**src/design/tac_pkg.sv**
```systemverilog
// Shared types, constants and helpers of the tile average colour block.
package tac_pkg;

   localparam int unsigned MAX_WIDTH_DEF = 2048;
   localparam int unsigned MAX_TILE_DEF  = 64;
   localparam int unsigned HEIGHT_MAX    = 4096;

   localparam int unsigned POS_W   = 14;
   localparam int unsigned TS_W    = 9;
   localparam int unsigned SUM_W   = 20;
   localparam int unsigned CNT_W   = 17;
   localparam int unsigned REM_W   = CNT_W + 1;
   localparam int unsigned CH_W    = 8;
   localparam int unsigned PIX_W   = 3 * CH_W;
   localparam int unsigned TCOL_W  = 11;
   localparam int unsigned TROW_W  = 12;
   localparam int unsigned RSP_W   = 48;
   localparam int unsigned CIDX_W  = 2;
   localparam int unsigned CDAT_W  = 13;
   localparam int unsigned CFGW_W  = 12;
   localparam int unsigned CFGH_W  = 13;
   localparam int unsigned CFGT_W  = 7;

   localparam logic [CIDX_W-1:0] CSR_IMAGE_WIDTH  = 2'd0;
   localparam logic [CIDX_W-1:0] CSR_IMAGE_HEIGHT = 2'd1;
   localparam logic [CIDX_W-1:0] CSR_TILE_SIZE    = 2'd2;

   typedef struct packed {
      logic [TCOL_W-1:0] tile_col;
      logic [TROW_W-1:0] tile_row;
      logic [SUM_W-1:0]  sum_red;
      logic [SUM_W-1:0]  sum_green;
      logic [SUM_W-1:0]  sum_blue;
      logic [CNT_W-1:0]  count;
      logic              frame_done;
   } tile_job_type;

   // One restoring division step: returns {remainder, quotient}.
   function automatic logic [REM_W+SUM_W-1:0] div_step(input logic [REM_W-1:0] rem,
                                                      input logic [SUM_W-1:0] quo,
                                                      input logic [CNT_W-1:0] divisor);
      logic [REM_W-1:0] rem_sh;
      logic [SUM_W-1:0] quo_sh;
      rem_sh = {rem[REM_W-2:0], quo[SUM_W-1]};
      quo_sh = {quo[SUM_W-2:0], 1'b0};
      if (rem_sh >= {1'b0, divisor}) begin
         rem_sh = rem_sh - {1'b0, divisor};
         quo_sh[0] = 1'b1;
      end
      return {rem_sh, quo_sh};
   endfunction

endpackage

```
**src/design/tac_queue.sv**
```systemverilog
// Two-entry job queue between the front end and the divider back end.
module tac_queue (
   input  logic                  clock,
   input  logic                  reset,
   input  logic                  push,
   input  tac_pkg::tile_job_type push_job,
   output logic                  full,
   input  logic                  pop,
   output logic                  not_empty,
   output tac_pkg::tile_job_type pop_job
);
   import tac_pkg::*;

   tile_job_type entries_ff [2];
   logic         wp_ff, rp_ff;
   logic [1:0]   count_ff;

   assign full      = (count_ff == 2'd2);
   assign not_empty = (count_ff != 2'd0);
   assign pop_job   = entries_ff[rp_ff];

   always_ff @(posedge clock) begin
      if (reset) begin
         wp_ff    <= 1'b0;
         rp_ff    <= 1'b0;
         count_ff <= '0;
      end else begin
         if (push) begin
            wp_ff <= !wp_ff;
         end
         if (pop) begin
            rp_ff <= !rp_ff;
         end
         count_ff <= count_ff + 2'(push) - 2'(pop);
      end
      if (push) begin
         entries_ff[wp_ff] <= push_job;
      end
   end
endmodule

```
**config.mk**
```make
export PLATFORM = sky130hd
export DESIGN_NAME = tac_queue
export DESIGN_NICKNAME = d
export VERILOG_FILES = /design/src/design/tac_pkg.sv /design/src/design/tac_queue.sv
export SDC_FILE = /design/constraint.sdc
export NUM_CORES = 1
export LEC_CHECK = 0
export BUFFER_PORTS_ARGS = -buffer_cell sky130_fd_sc_hd__buf_2
export CAP_MARGIN = 20
export CORE_MARGIN = 2
export CORE_UTILIZATION = 25
export CTS_BUF_LIST = sky130_fd_sc_hd__clkbuf_8
export DETAILED_ROUTE_END_ITERATION = 10
export PLACE_DENSITY_LB_ADDON = 0.2
export SETUP_SLACK_MARGIN = 0.5
export SYNTH_ARGS = -nofsm -noshare
export SYNTH_HDL_FRONTEND = slang
export SYNTH_SLANG_ARGS = --single-unit
```
**constraint.sdc**
```tcl
create_clock -name clock -period 5.4 [get_ports clock]
set_input_delay 0.54 -clock clock [delete_from_list [all_inputs] [get_ports clock]]
set_output_delay 0.54 -clock clock [all_outputs]
set_load 0.02 [all_outputs]
```
==> impl_metrics.yaml <==
status:
  status: "finished, final reports clean"
route:
  wl_um: 16500
  drc: 0
  drt_iter0_markers: 115
  antenna_left: 0
  num_vias: 3945
  firstDrtPassIters: 4
  wire_per_inst_um: 16.4
  vias_per_cell: 3.93
die:
  die_w_um: 182
  die_area_um2: 33300
  ioPinCount: 208
  fp.dieH_um: 182
  fp.coreArea_um2: 31500
  num_rows: 65
  start_util_pct: 25.3
yosys:
  ys_top_cells_by_area: "edfxtp_1 76%, mux2_4 17%, buf_12 2.3%"
  yosys.area_share.simple_pct: 0.582
  yosys_warnings: 0
  synth_top_family_by_area: "multiplexers"
  yosys.area.top_type: "edfxtp_1"
  synthAdderAreaFrac_pct: 0.315
  seq_area_frac_synth_pct: 77.5
  synth_compound_area_share_pct: 0
  yosys_register_bits: 207
  synthCells: 335
  synth_fp_nets: 442
  synth_top_area_share_pct: 76.2
  yosysUniqueCellTypes: 15
  synthMuxAreaShare_pct: 18.5
  synth_xor_area_share_pct: 0.503
  synth.avg_cell_area_um2: 23.8
  syn-cell-area_um2: 7960
power:
  power_frac_seq_pct: 50.2
  p_sw_share_pct: 24.1
  peakVddDrop_v: 0.000145
  cellLeakagePower_uw: 0.00398
  powerDensity_nw_per_um2: 378
  p_int_uw: 2890
  combPwrFrac_pct: 13.7
  clkPwrFrac_pct: 36.2
  p_sw_uw: 918
sta:
  timing.slew.headroom_pct: 30.9
  finalSetupTns_ps: 0
  fmax_mhz: 379
  worst_pin_slew_ps: 1040
  hold_viol: 0
  setup_viol: 0
  drv_slew: 0
  timing.hold.ws_ps: 217
  fin_crit_ps: 2640
  period_share_pct: 48.9
  setup_ws_ps: 2760
  rsz0062_at_grt: "no"
  finalClockSkew_ps: 24.3
place:
  place_area_um2: 9380
  dp.cells: 939
  portBuffers: 207
  dp_hpwl_um: 10900
  dp_slack_ps: 2700
  gp_congestion: 0.693
clocking:
  clock_latency_ps: 500
  postCtsHoldBufs: 0
  cts_buffers: 37
  cts_setup_buffers: 0
  clock_sinks: 207
  ctsResizeCount: 0
  clockBufferDepth: 3
  clk_pin_slew_ps: 60
  cts_tree: "yes"
  cts_htree_levels: 2
  root_buffer: "clkbuf_8"
final_layout:
  syn2layout_area_growth_pct: 26.6
  nets: 683
  fin_cells: 1004
  fin_area_um2: 10100
  drive_above_1_share_pct: 60.5
global_route:
  first_global_vias: 4463
  grt_use_total_pct: 9.57
  grt_max_degree: 70
  grt_pass1_wl_um: 24200
  antenna_found_initial: 3
  overflow: 0
setup_path:
  r2r-start: "wp_ff"
  cp-start-kind: "flip-flop"
  required_ps: 4860
  end_kind: "output pin"
  worstSetupPathType: "reg -> out"
  critical_path_arrival_ps: 2100
  worstPathMaxFanout: 25
hold_path:
  hp-start: "push_job[98]"
  min_path_type: "in -> reg"
job:
  cap_violations: 0
[through the flow]
stage               power (uW)  utilization [%]
detailed placement        2480             29.8
global route              3990             32.0
floorplan                 2310                -
finish                    3810             32.0
global placement          2460             29.7
CTS                       3890             32.0
[state kept, by name (all words and copies together), names as in the netlist, named ones only]
name	cells
count_ff	2
entries_ff	202
rp_ff	1
wp_ff	1
[worst max-delay path, stage by stage, from the launching register on]
cell and delay [ps]:
dfxtp_4 530, buf_4 490, mux2_2 390, buf_2 160
[metal layers]
metal  part of all wire, %  up-vias  track usage [%]
li1                      -     1813                -
met1                    39     1936             10.3
met2                    50      156             17.0
met3                   7.8       40             3.59
met4                   3.1        0             3.87
met5                     0        -                0
[cell type report]
class	instances	area (um2)
fillers	3097	21400
flip-flops and latches	207	6170
multi-input cells	115	1600
repair buffers	213	1100
clock buffers	37	509
well taps	402	503
clock inverters	26	183
inverters	2	7.51
diodes	2	5.00
[Yosys cell counts]
library cell,n
mux2_4,90
xnor3_1,1
buf_6,1
and2_1,1
inv_1,2
or2_2,1
buf_2,1
buf_12,9
edfxtp_1,202
ha_1,2
nor2_1,4
nor2b_1,3
mux2_2,11
xnor2_1,2
dfxtp_1,5
[cell usage in the layout, fill, tap and decap left out, types with 3 or more instances in the layout]
cell type | netlist | routed
dfxtp_1 | 5 | 4
inv_1 | 2 | 16
mux2_4 | 90 | 90
buf_2 | 1 | 207
buf_4 | 0 | 5
edfxtp_1 | 202 | 202
clkinv_1 | 0 | 4
mux2_2 | 11 | 11
bufinv_16 | 0 | 3
clkinv_2 | 0 | 5
clkbuf_8 | 0 | 37
nor2_1 | 4 | 4
[cells by family after synthesis]
family / after synthesis
and+or+nand+nor: 9
xor gates and xnor gates: 3
DFF: 207
muxes: 101
adders and majority gates: 2
buffers and inverters: 13
[power groups by stage]
stage | Clock, uW | Sequential (uW) | Combinational [uW]
4_1_cts | 1450 | 1910 | 534
3_3_place_gp | 0 | 1960 | 504
3_5_place_dp | 0 | 1940 | 533
5_1_grt | 1520 | 1920 | 557
6_report | 1380 | 1910 | 520
2_1_floorplan | 0 | 1940 | 377
[final timing paths]
path / to / slack (ps) / cells past startpoint
worst min register to register: rp_ff / 530 / 2
worst max register to register: entries_ff[0][57] / 3160 / 2
worst min-delay path: entries_ff[0][98] / 220 / 1
worst max-delay path: pop_job[100] / 2760 / 3
Note: power is estimated with default switching activity, not from simulation.
