File: config.mk
export PLATFORM = sky130hd
export DESIGN_NAME = tac_back
export DESIGN_NICKNAME = d
export VERILOG_FILES = /design/src/design/tac_pkg.sv /design/src/design/tac_back.sv
export SDC_FILE = /design/constraint.sdc
export NUM_CORES = 1
export LEC_CHECK = 0
export ABC_CLOCK_PERIOD_IN_PS = 7000
export BUFFER_PORTS_ARGS = -buffer_cell sky130_fd_sc_hd__buf_2
export CAP_MARGIN = 20
export CORE_MARGIN = 8
export CORE_UTILIZATION = 57
export DETAILED_ROUTE_END_ITERATION = 6
export PLACE_DENSITY_LB_ADDON = 0.05
export SLEW_MARGIN = 20
export SYNTH_ARGS = -nofsm -noshare
export SYNTH_HDL_FRONTEND = slang
export SYNTH_SLANG_ARGS = --single-unit
File: constraint.sdc
create_clock -name clock -period 7 [get_ports clock]
set_clock_uncertainty 0.2 [all_clocks]
set_input_delay 0.35 -clock clock [delete_from_list [all_inputs] [get_ports clock]]
set_output_delay 0.35 -clock clock [all_outputs]
set_load 0.02 [all_outputs]
File: src/design/tac_pkg.sv
// Shared types, constants and helpers of the tile average colour block.
package tac_pkg;

   localparam int unsigned MAX_WIDTH_DEF = 2048;
   localparam int unsigned MAX_TILE_DEF  = 64;
   localparam int unsigned HEIGHT_MAX    = 4096;

   localparam int unsigned POS_W   = 14;
   localparam int unsigned TS_W    = 9;
   localparam int unsigned SUM_W   = 20;
   localparam int unsigned CNT_W   = 17;
   localparam int unsigned REM_W   = CNT_W + 1;
   localparam int unsigned CH_W    = 8;
   localparam int unsigned PIX_W   = 3 * CH_W;
   localparam int unsigned TCOL_W  = 11;
   localparam int unsigned TROW_W  = 12;
   localparam int unsigned RSP_W   = 48;
   localparam int unsigned CIDX_W  = 2;
   localparam int unsigned CDAT_W  = 13;
   localparam int unsigned CFGW_W  = 12;
   localparam int unsigned CFGH_W  = 13;
   localparam int unsigned CFGT_W  = 7;

   localparam logic [CIDX_W-1:0] CSR_IMAGE_WIDTH  = 2'd0;
   localparam logic [CIDX_W-1:0] CSR_IMAGE_HEIGHT = 2'd1;
   localparam logic [CIDX_W-1:0] CSR_TILE_SIZE    = 2'd2;

   typedef struct packed {
      logic [TCOL_W-1:0] tile_col;
      logic [TROW_W-1:0] tile_row;
      logic [SUM_W-1:0]  sum_red;
      logic [SUM_W-1:0]  sum_green;
      logic [SUM_W-1:0]  sum_blue;
      logic [CNT_W-1:0]  count;
      logic              frame_done;
   } tile_job_type;

   // One restoring division step: returns {remainder, quotient}.
   function automatic logic [REM_W+SUM_W-1:0] div_step(input logic [REM_W-1:0] rem,
                                                      input logic [SUM_W-1:0] quo,
                                                      input logic [CNT_W-1:0] divisor);
      logic [REM_W-1:0] rem_sh;
      logic [SUM_W-1:0] quo_sh;
      rem_sh = {rem[REM_W-2:0], quo[SUM_W-1]};
      quo_sh = {quo[SUM_W-2:0], 1'b0};
      if (rem_sh >= {1'b0, divisor}) begin
         rem_sh = rem_sh - {1'b0, divisor};
         quo_sh[0] = 1'b1;
      end
      return {rem_sh, quo_sh};
   endfunction

endpackage

File: src/design/tac_back.sv
// Back end: iterative division of the three tile sums and the result register.
module tac_back (
   input  logic                       clock,
   input  logic                       reset,
   input  logic                       job_valid,
   input  tac_pkg::tile_job_type      job,
   output logic                       job_pop,
   output logic                       rsp_tvalid,
   input  logic                       rsp_tready,
   output logic [tac_pkg::RSP_W-1:0]  rsp_tdata,
   output logic                       rsp_tlast
);
   import tac_pkg::*;

   typedef enum logic [1:0] {IDLE, DIVIDE, DELIVER} state_type;

   localparam int unsigned STEP_W = $clog2(SUM_W);

   state_type         state_ff;
   logic [STEP_W-1:0] step_ff;
   logic [REM_W-1:0]  rem_r_ff, rem_g_ff, rem_b_ff;
   logic [SUM_W-1:0]  quo_r_ff, quo_g_ff, quo_b_ff;
   logic [CNT_W-1:0]  div_ff;
   logic [TCOL_W-1:0] tc_ff;
   logic [TROW_W-1:0] tr_ff;
   logic              done_ff;
   logic              rsp_valid_ff;
   logic [RSP_W-1:0]  rsp_data_ff;
   logic              rsp_last_ff;
   logic [REM_W+SUM_W-1:0] nx_r, nx_g, nx_b;

   assign nx_r       = div_step(rem_r_ff, quo_r_ff, div_ff);
   assign nx_g       = div_step(rem_g_ff, quo_g_ff, div_ff);
   assign nx_b       = div_step(rem_b_ff, quo_b_ff, div_ff);
   assign job_pop    = (state_ff == IDLE) && job_valid;
   assign rsp_tvalid = rsp_valid_ff;
   assign rsp_tdata  = rsp_data_ff;
   assign rsp_tlast  = rsp_last_ff;

   always_ff @(posedge clock) begin
      if (reset) begin
         state_ff     <= IDLE;
         rsp_valid_ff <= 1'b0;
         step_ff      <= '0;
      end else begin
         if (rsp_valid_ff && rsp_tready) begin
            rsp_valid_ff <= 1'b0;
         end
         unique case (state_ff)
            IDLE: begin
               if (job_valid) begin
                  rem_r_ff <= '0;
                  rem_g_ff <= '0;
                  rem_b_ff <= '0;
                  quo_r_ff <= job.sum_red;
                  quo_g_ff <= job.sum_green;
                  quo_b_ff <= job.sum_blue;
                  div_ff   <= job.count;
                  tc_ff    <= job.tile_col;
                  tr_ff    <= job.tile_row;
                  done_ff  <= job.frame_done;
                  step_ff  <= '0;
                  state_ff <= DIVIDE;
               end
            end
            DIVIDE: begin
               {rem_r_ff, quo_r_ff} <= nx_r;
               {rem_g_ff, quo_g_ff} <= nx_g;
               {rem_b_ff, quo_b_ff} <= nx_b;
               step_ff <= step_ff + STEP_W'(1);
               if (step_ff == STEP_W'(SUM_W - 1)) begin
                  state_ff <= DELIVER;
               end
            end
            DELIVER: begin
               if (!rsp_valid_ff || rsp_tready) begin
                  rsp_valid_ff <= 1'b1;
                  rsp_data_ff  <= {1'b0, quo_b_ff[CH_W-1:0], quo_g_ff[CH_W-1:0],
                                   quo_r_ff[CH_W-1:0], tr_ff, tc_ff};
                  rsp_last_ff  <= done_ff;
                  state_ff     <= IDLE;
               end
            end
            default: state_ff <= IDLE;
         endcase
      end
   end
endmodule

==> out/qor.yml <==
run_status:
  status: "finished, final reports clean"
layout:
  drive_gt1_frac: 0.181
  design_area_sq_um: 13100
  final_common_cell: "nand2_1"
  diodes: 0
  layout.nets: 1324
  final_cell_mix: "217 x nand2_1, 200 x edfxtp_1, 154 x buf_2"
  syn2layout_area_growth_pct: 26.6
  fin_util: 0.732
place:
  io_buffers: 154
  gp_congestion: 0.868
  placed_area_sq_um: 11300
  dp_hpwl_um: 15800
logic_synthesis:
  ys_types: 60
  syn_inst: 910
  syn_nets: 1070
  synth_edf_count: 200
  netlist_area_sq_um: 10300
  yosys_warnings: 0
  synth_top_area_cell: "edfxtp_1"
  netlist.area_leader.share: 0.582
  ys.flop_type: "edfxtp_1"
  ys_async_sr_fraction: 0
  yosys-top-cells-area: "edfxtp_1 58%, nand2_1 7.9%, ha_1 6.3%, mux2i_1 2.7%, nor2_1 2.4%"
  yosysSeqAreaShare: 0.598
  avgSynthCellArea_sq_um: 11.3
  synth_seq_cells: 208
worst_setup_path:
  crit_path_end_kind: "register"
  cp-start-kind: "register"
  worst-setup-path-type: "register to register"
  cp_cell_sequence: "inv_1, ha_1, inv_1, fa_1, a21oi_1, o221a_2, o21ai_0, nand3b_1, nand4_1, buf_4, nand2_1, o22ai_1"
  critPathMaxFanout: 18
  slowest_delay_ns: 0.40
  cp_slowest_cell: "edfxtp_1"
  crit_path_frequent_cell: "inv_1"
  arrival_ns: 3.36
  reg2reg_slack_ns: 3.67
  worstPathRequired_ns: 7.04
grt:
  antenna_found_initial: 0
  first_global_vias: 7615
  grt_overflow: 0
  grt_usage: 0.215
  grt_pass1_wl_um: 39000
  grt_max_degree: 68
pwr:
  p_total_mw: 3.15
  vdd_ir_drop_max_v: 0.000285
  p_per_area_nw_per_um2: 241
  p_leak_nw: 5.51
clocking:
  clk_pin_slew_ns: 0.06
  numCtsBuffers: 22
  postCtsHoldBufs: 101
  cts.path.max_buffers: 3
  clock_latency_ns: 0.51
  cts_tree: "built"
  post_cts_buffers: 0
  cts_resized: 0
  root_buffer: "clkbuf_16"
  htree_levels: 1
  clkSinkCount: 208
route:
  vias: 7702
  drc: 0
  wl_per_cell_um: 17.5
  finalWirelength_um: 24600
  dr.pass1.iters: 6
  postRouteAntennaNets: 0
  drt_iter0_drc: 538
  via_per_inst: 5.47
sta:
  hold_violations: 0
  drv_slew: 0
  setup_viol: 0
  rsz0062_at_grt: "no"
  max_freq_mhz: 301
  setup_tns_ns: 0
  period_share: 0.475
  relSlewSlack: 0.385
  post-route-min-period_ns: 3.33
  tightest_slew_ns: 0.922
floorplan:
  ios: 156
  num_rows: 49
  dieArea_sq_um: 22700
  fp.dieW_um: 151
  die_height_um: 151
  start_util: 0.578
  core_area_sq_um: 17800
run:
  maxCapViolations: 0
worst_hold_path:
  worst_hold_path_type: "input port to register"
synth_stat cells (2+ instances only):
cell      count
ha_1         52
nand3_1      11
a211oi_1     11
a31oi_1       6
buf_2         4
nor3b_1       4
inv_1        34
a211o_1       2
xor2_1       18
nand2b_1     13
nand2_1     217
nor2_1       65
o22ai_1      11
nor2b_1       7
buf_6         2
a22oi_1       3
xnor2_1      23
o21bai_1      4
a221oi_1      4
nand4_1       7
a21o_1       11
and2_1        3
mux2i_1      28
o211ai_1      9
clkbuf_1     21
and3_1        4
o21ai_0      31
o21a_1        6
a41oi_1       3
a211oi_2      2
buf_1         4
nor3_1        6
dfxtp_1       8
edfxtp_1    200
buf_4         2
fa_1          3
a21oi_1      48
final timing paths:
path / start / end / cells past startpoint
max: quo_r_ff[19] / rem_r_ff[12] / 12
min: job[37] / quo_b_ff[19] / 3
max reg2reg: quo_r_ff[19] / rem_r_ff[12] / 12
min reg2reg: tc_ff[5] / rsp_tdata[5] / 0
logic make-up (layout without fill, tap and decap cells):
family,count (synthesis),after routing,share of synthesized area
AO/OA/AOI/OAI,164,164,0.103
XOR/XNOR,41,41,0.0348
adder cells (fa/ha/maj),55,55,0.0689
buffers and inverters,67,337,0.0270
flip-flops,208,208,0.598
multiplexers,28,28,0.0272
other,1,1,0.000363
AND/OR/NAND/NOR,346,346,0.141
layer usage:
metal	wire length (um)	GRT usage	up-vias
li1	-	-	3801
met1	10700	0.283	3628
met2	11800	0.360	227
met3	1620	0.0343	46
met4	538	0.0660	0
met5	0	0	-
power by group:
| group | switching (mW) | leakage (nW) | internal (mW) |
|---|---|---|---|
| Clock | 0.484 | 0.361 | 0.683 |
| Combinational | 0.283 | 3.20 | 0.222 |
| Sequential | 0.0306 | 1.95 | 1.45 |
flip-flops by register name (all words and copies together), names as in the netlist, 12 cells and up:
signal / count
rem_g_ff: 17
quo_g_ff: 20
rem_b_ff: 17
rem_r_ff: 17
rsp_tdata: 47
quo_b_ff: 20
quo_r_ff: 20
div_ff: 17
tr_ff: 12
cell type report:
cell class | instances | area [sq um]
sequential | 208 | 6170
clock inverter | 11 | 95.1
multi-input combinational | 635 | 3910
timing repair buffer | 263 | 1840
fill | 1207 | 4780
tap | 229 | 287
inverter | 34 | 128
clock buffer | 29 | 638
stage by stage:
| stage | instances | hold slack [ns] | setup WS (ns) |
|---|---|---|---|
| 6_report | 1409 | 0.0566 | 3.67 |
| 5_1_grt | 1409 | 0.0159 | 3.39 |
| 4_1_cts | 1409 | 0.0168 | 3.70 |
| 3_5_place_dp | 1268 | 0.205 | 3.72 |
| 3_3_place_gp | 1268 | 0.200 | 3.71 |
| 2_1_floorplan | 910 | 0.200 | 0.999 |
critical path: cells and delay by family, from the launching register on:
family	cells	cell delay, ns
AND/OR/NAND/NOR	3	0.64
buffers and inverters	3	0.49
adder cells (fa/ha/maj)	2	0.56
AO/OA/AOI/OAI	4	0.78
flip-flops	1	0.40
Power figures use the tool's default switching activity.
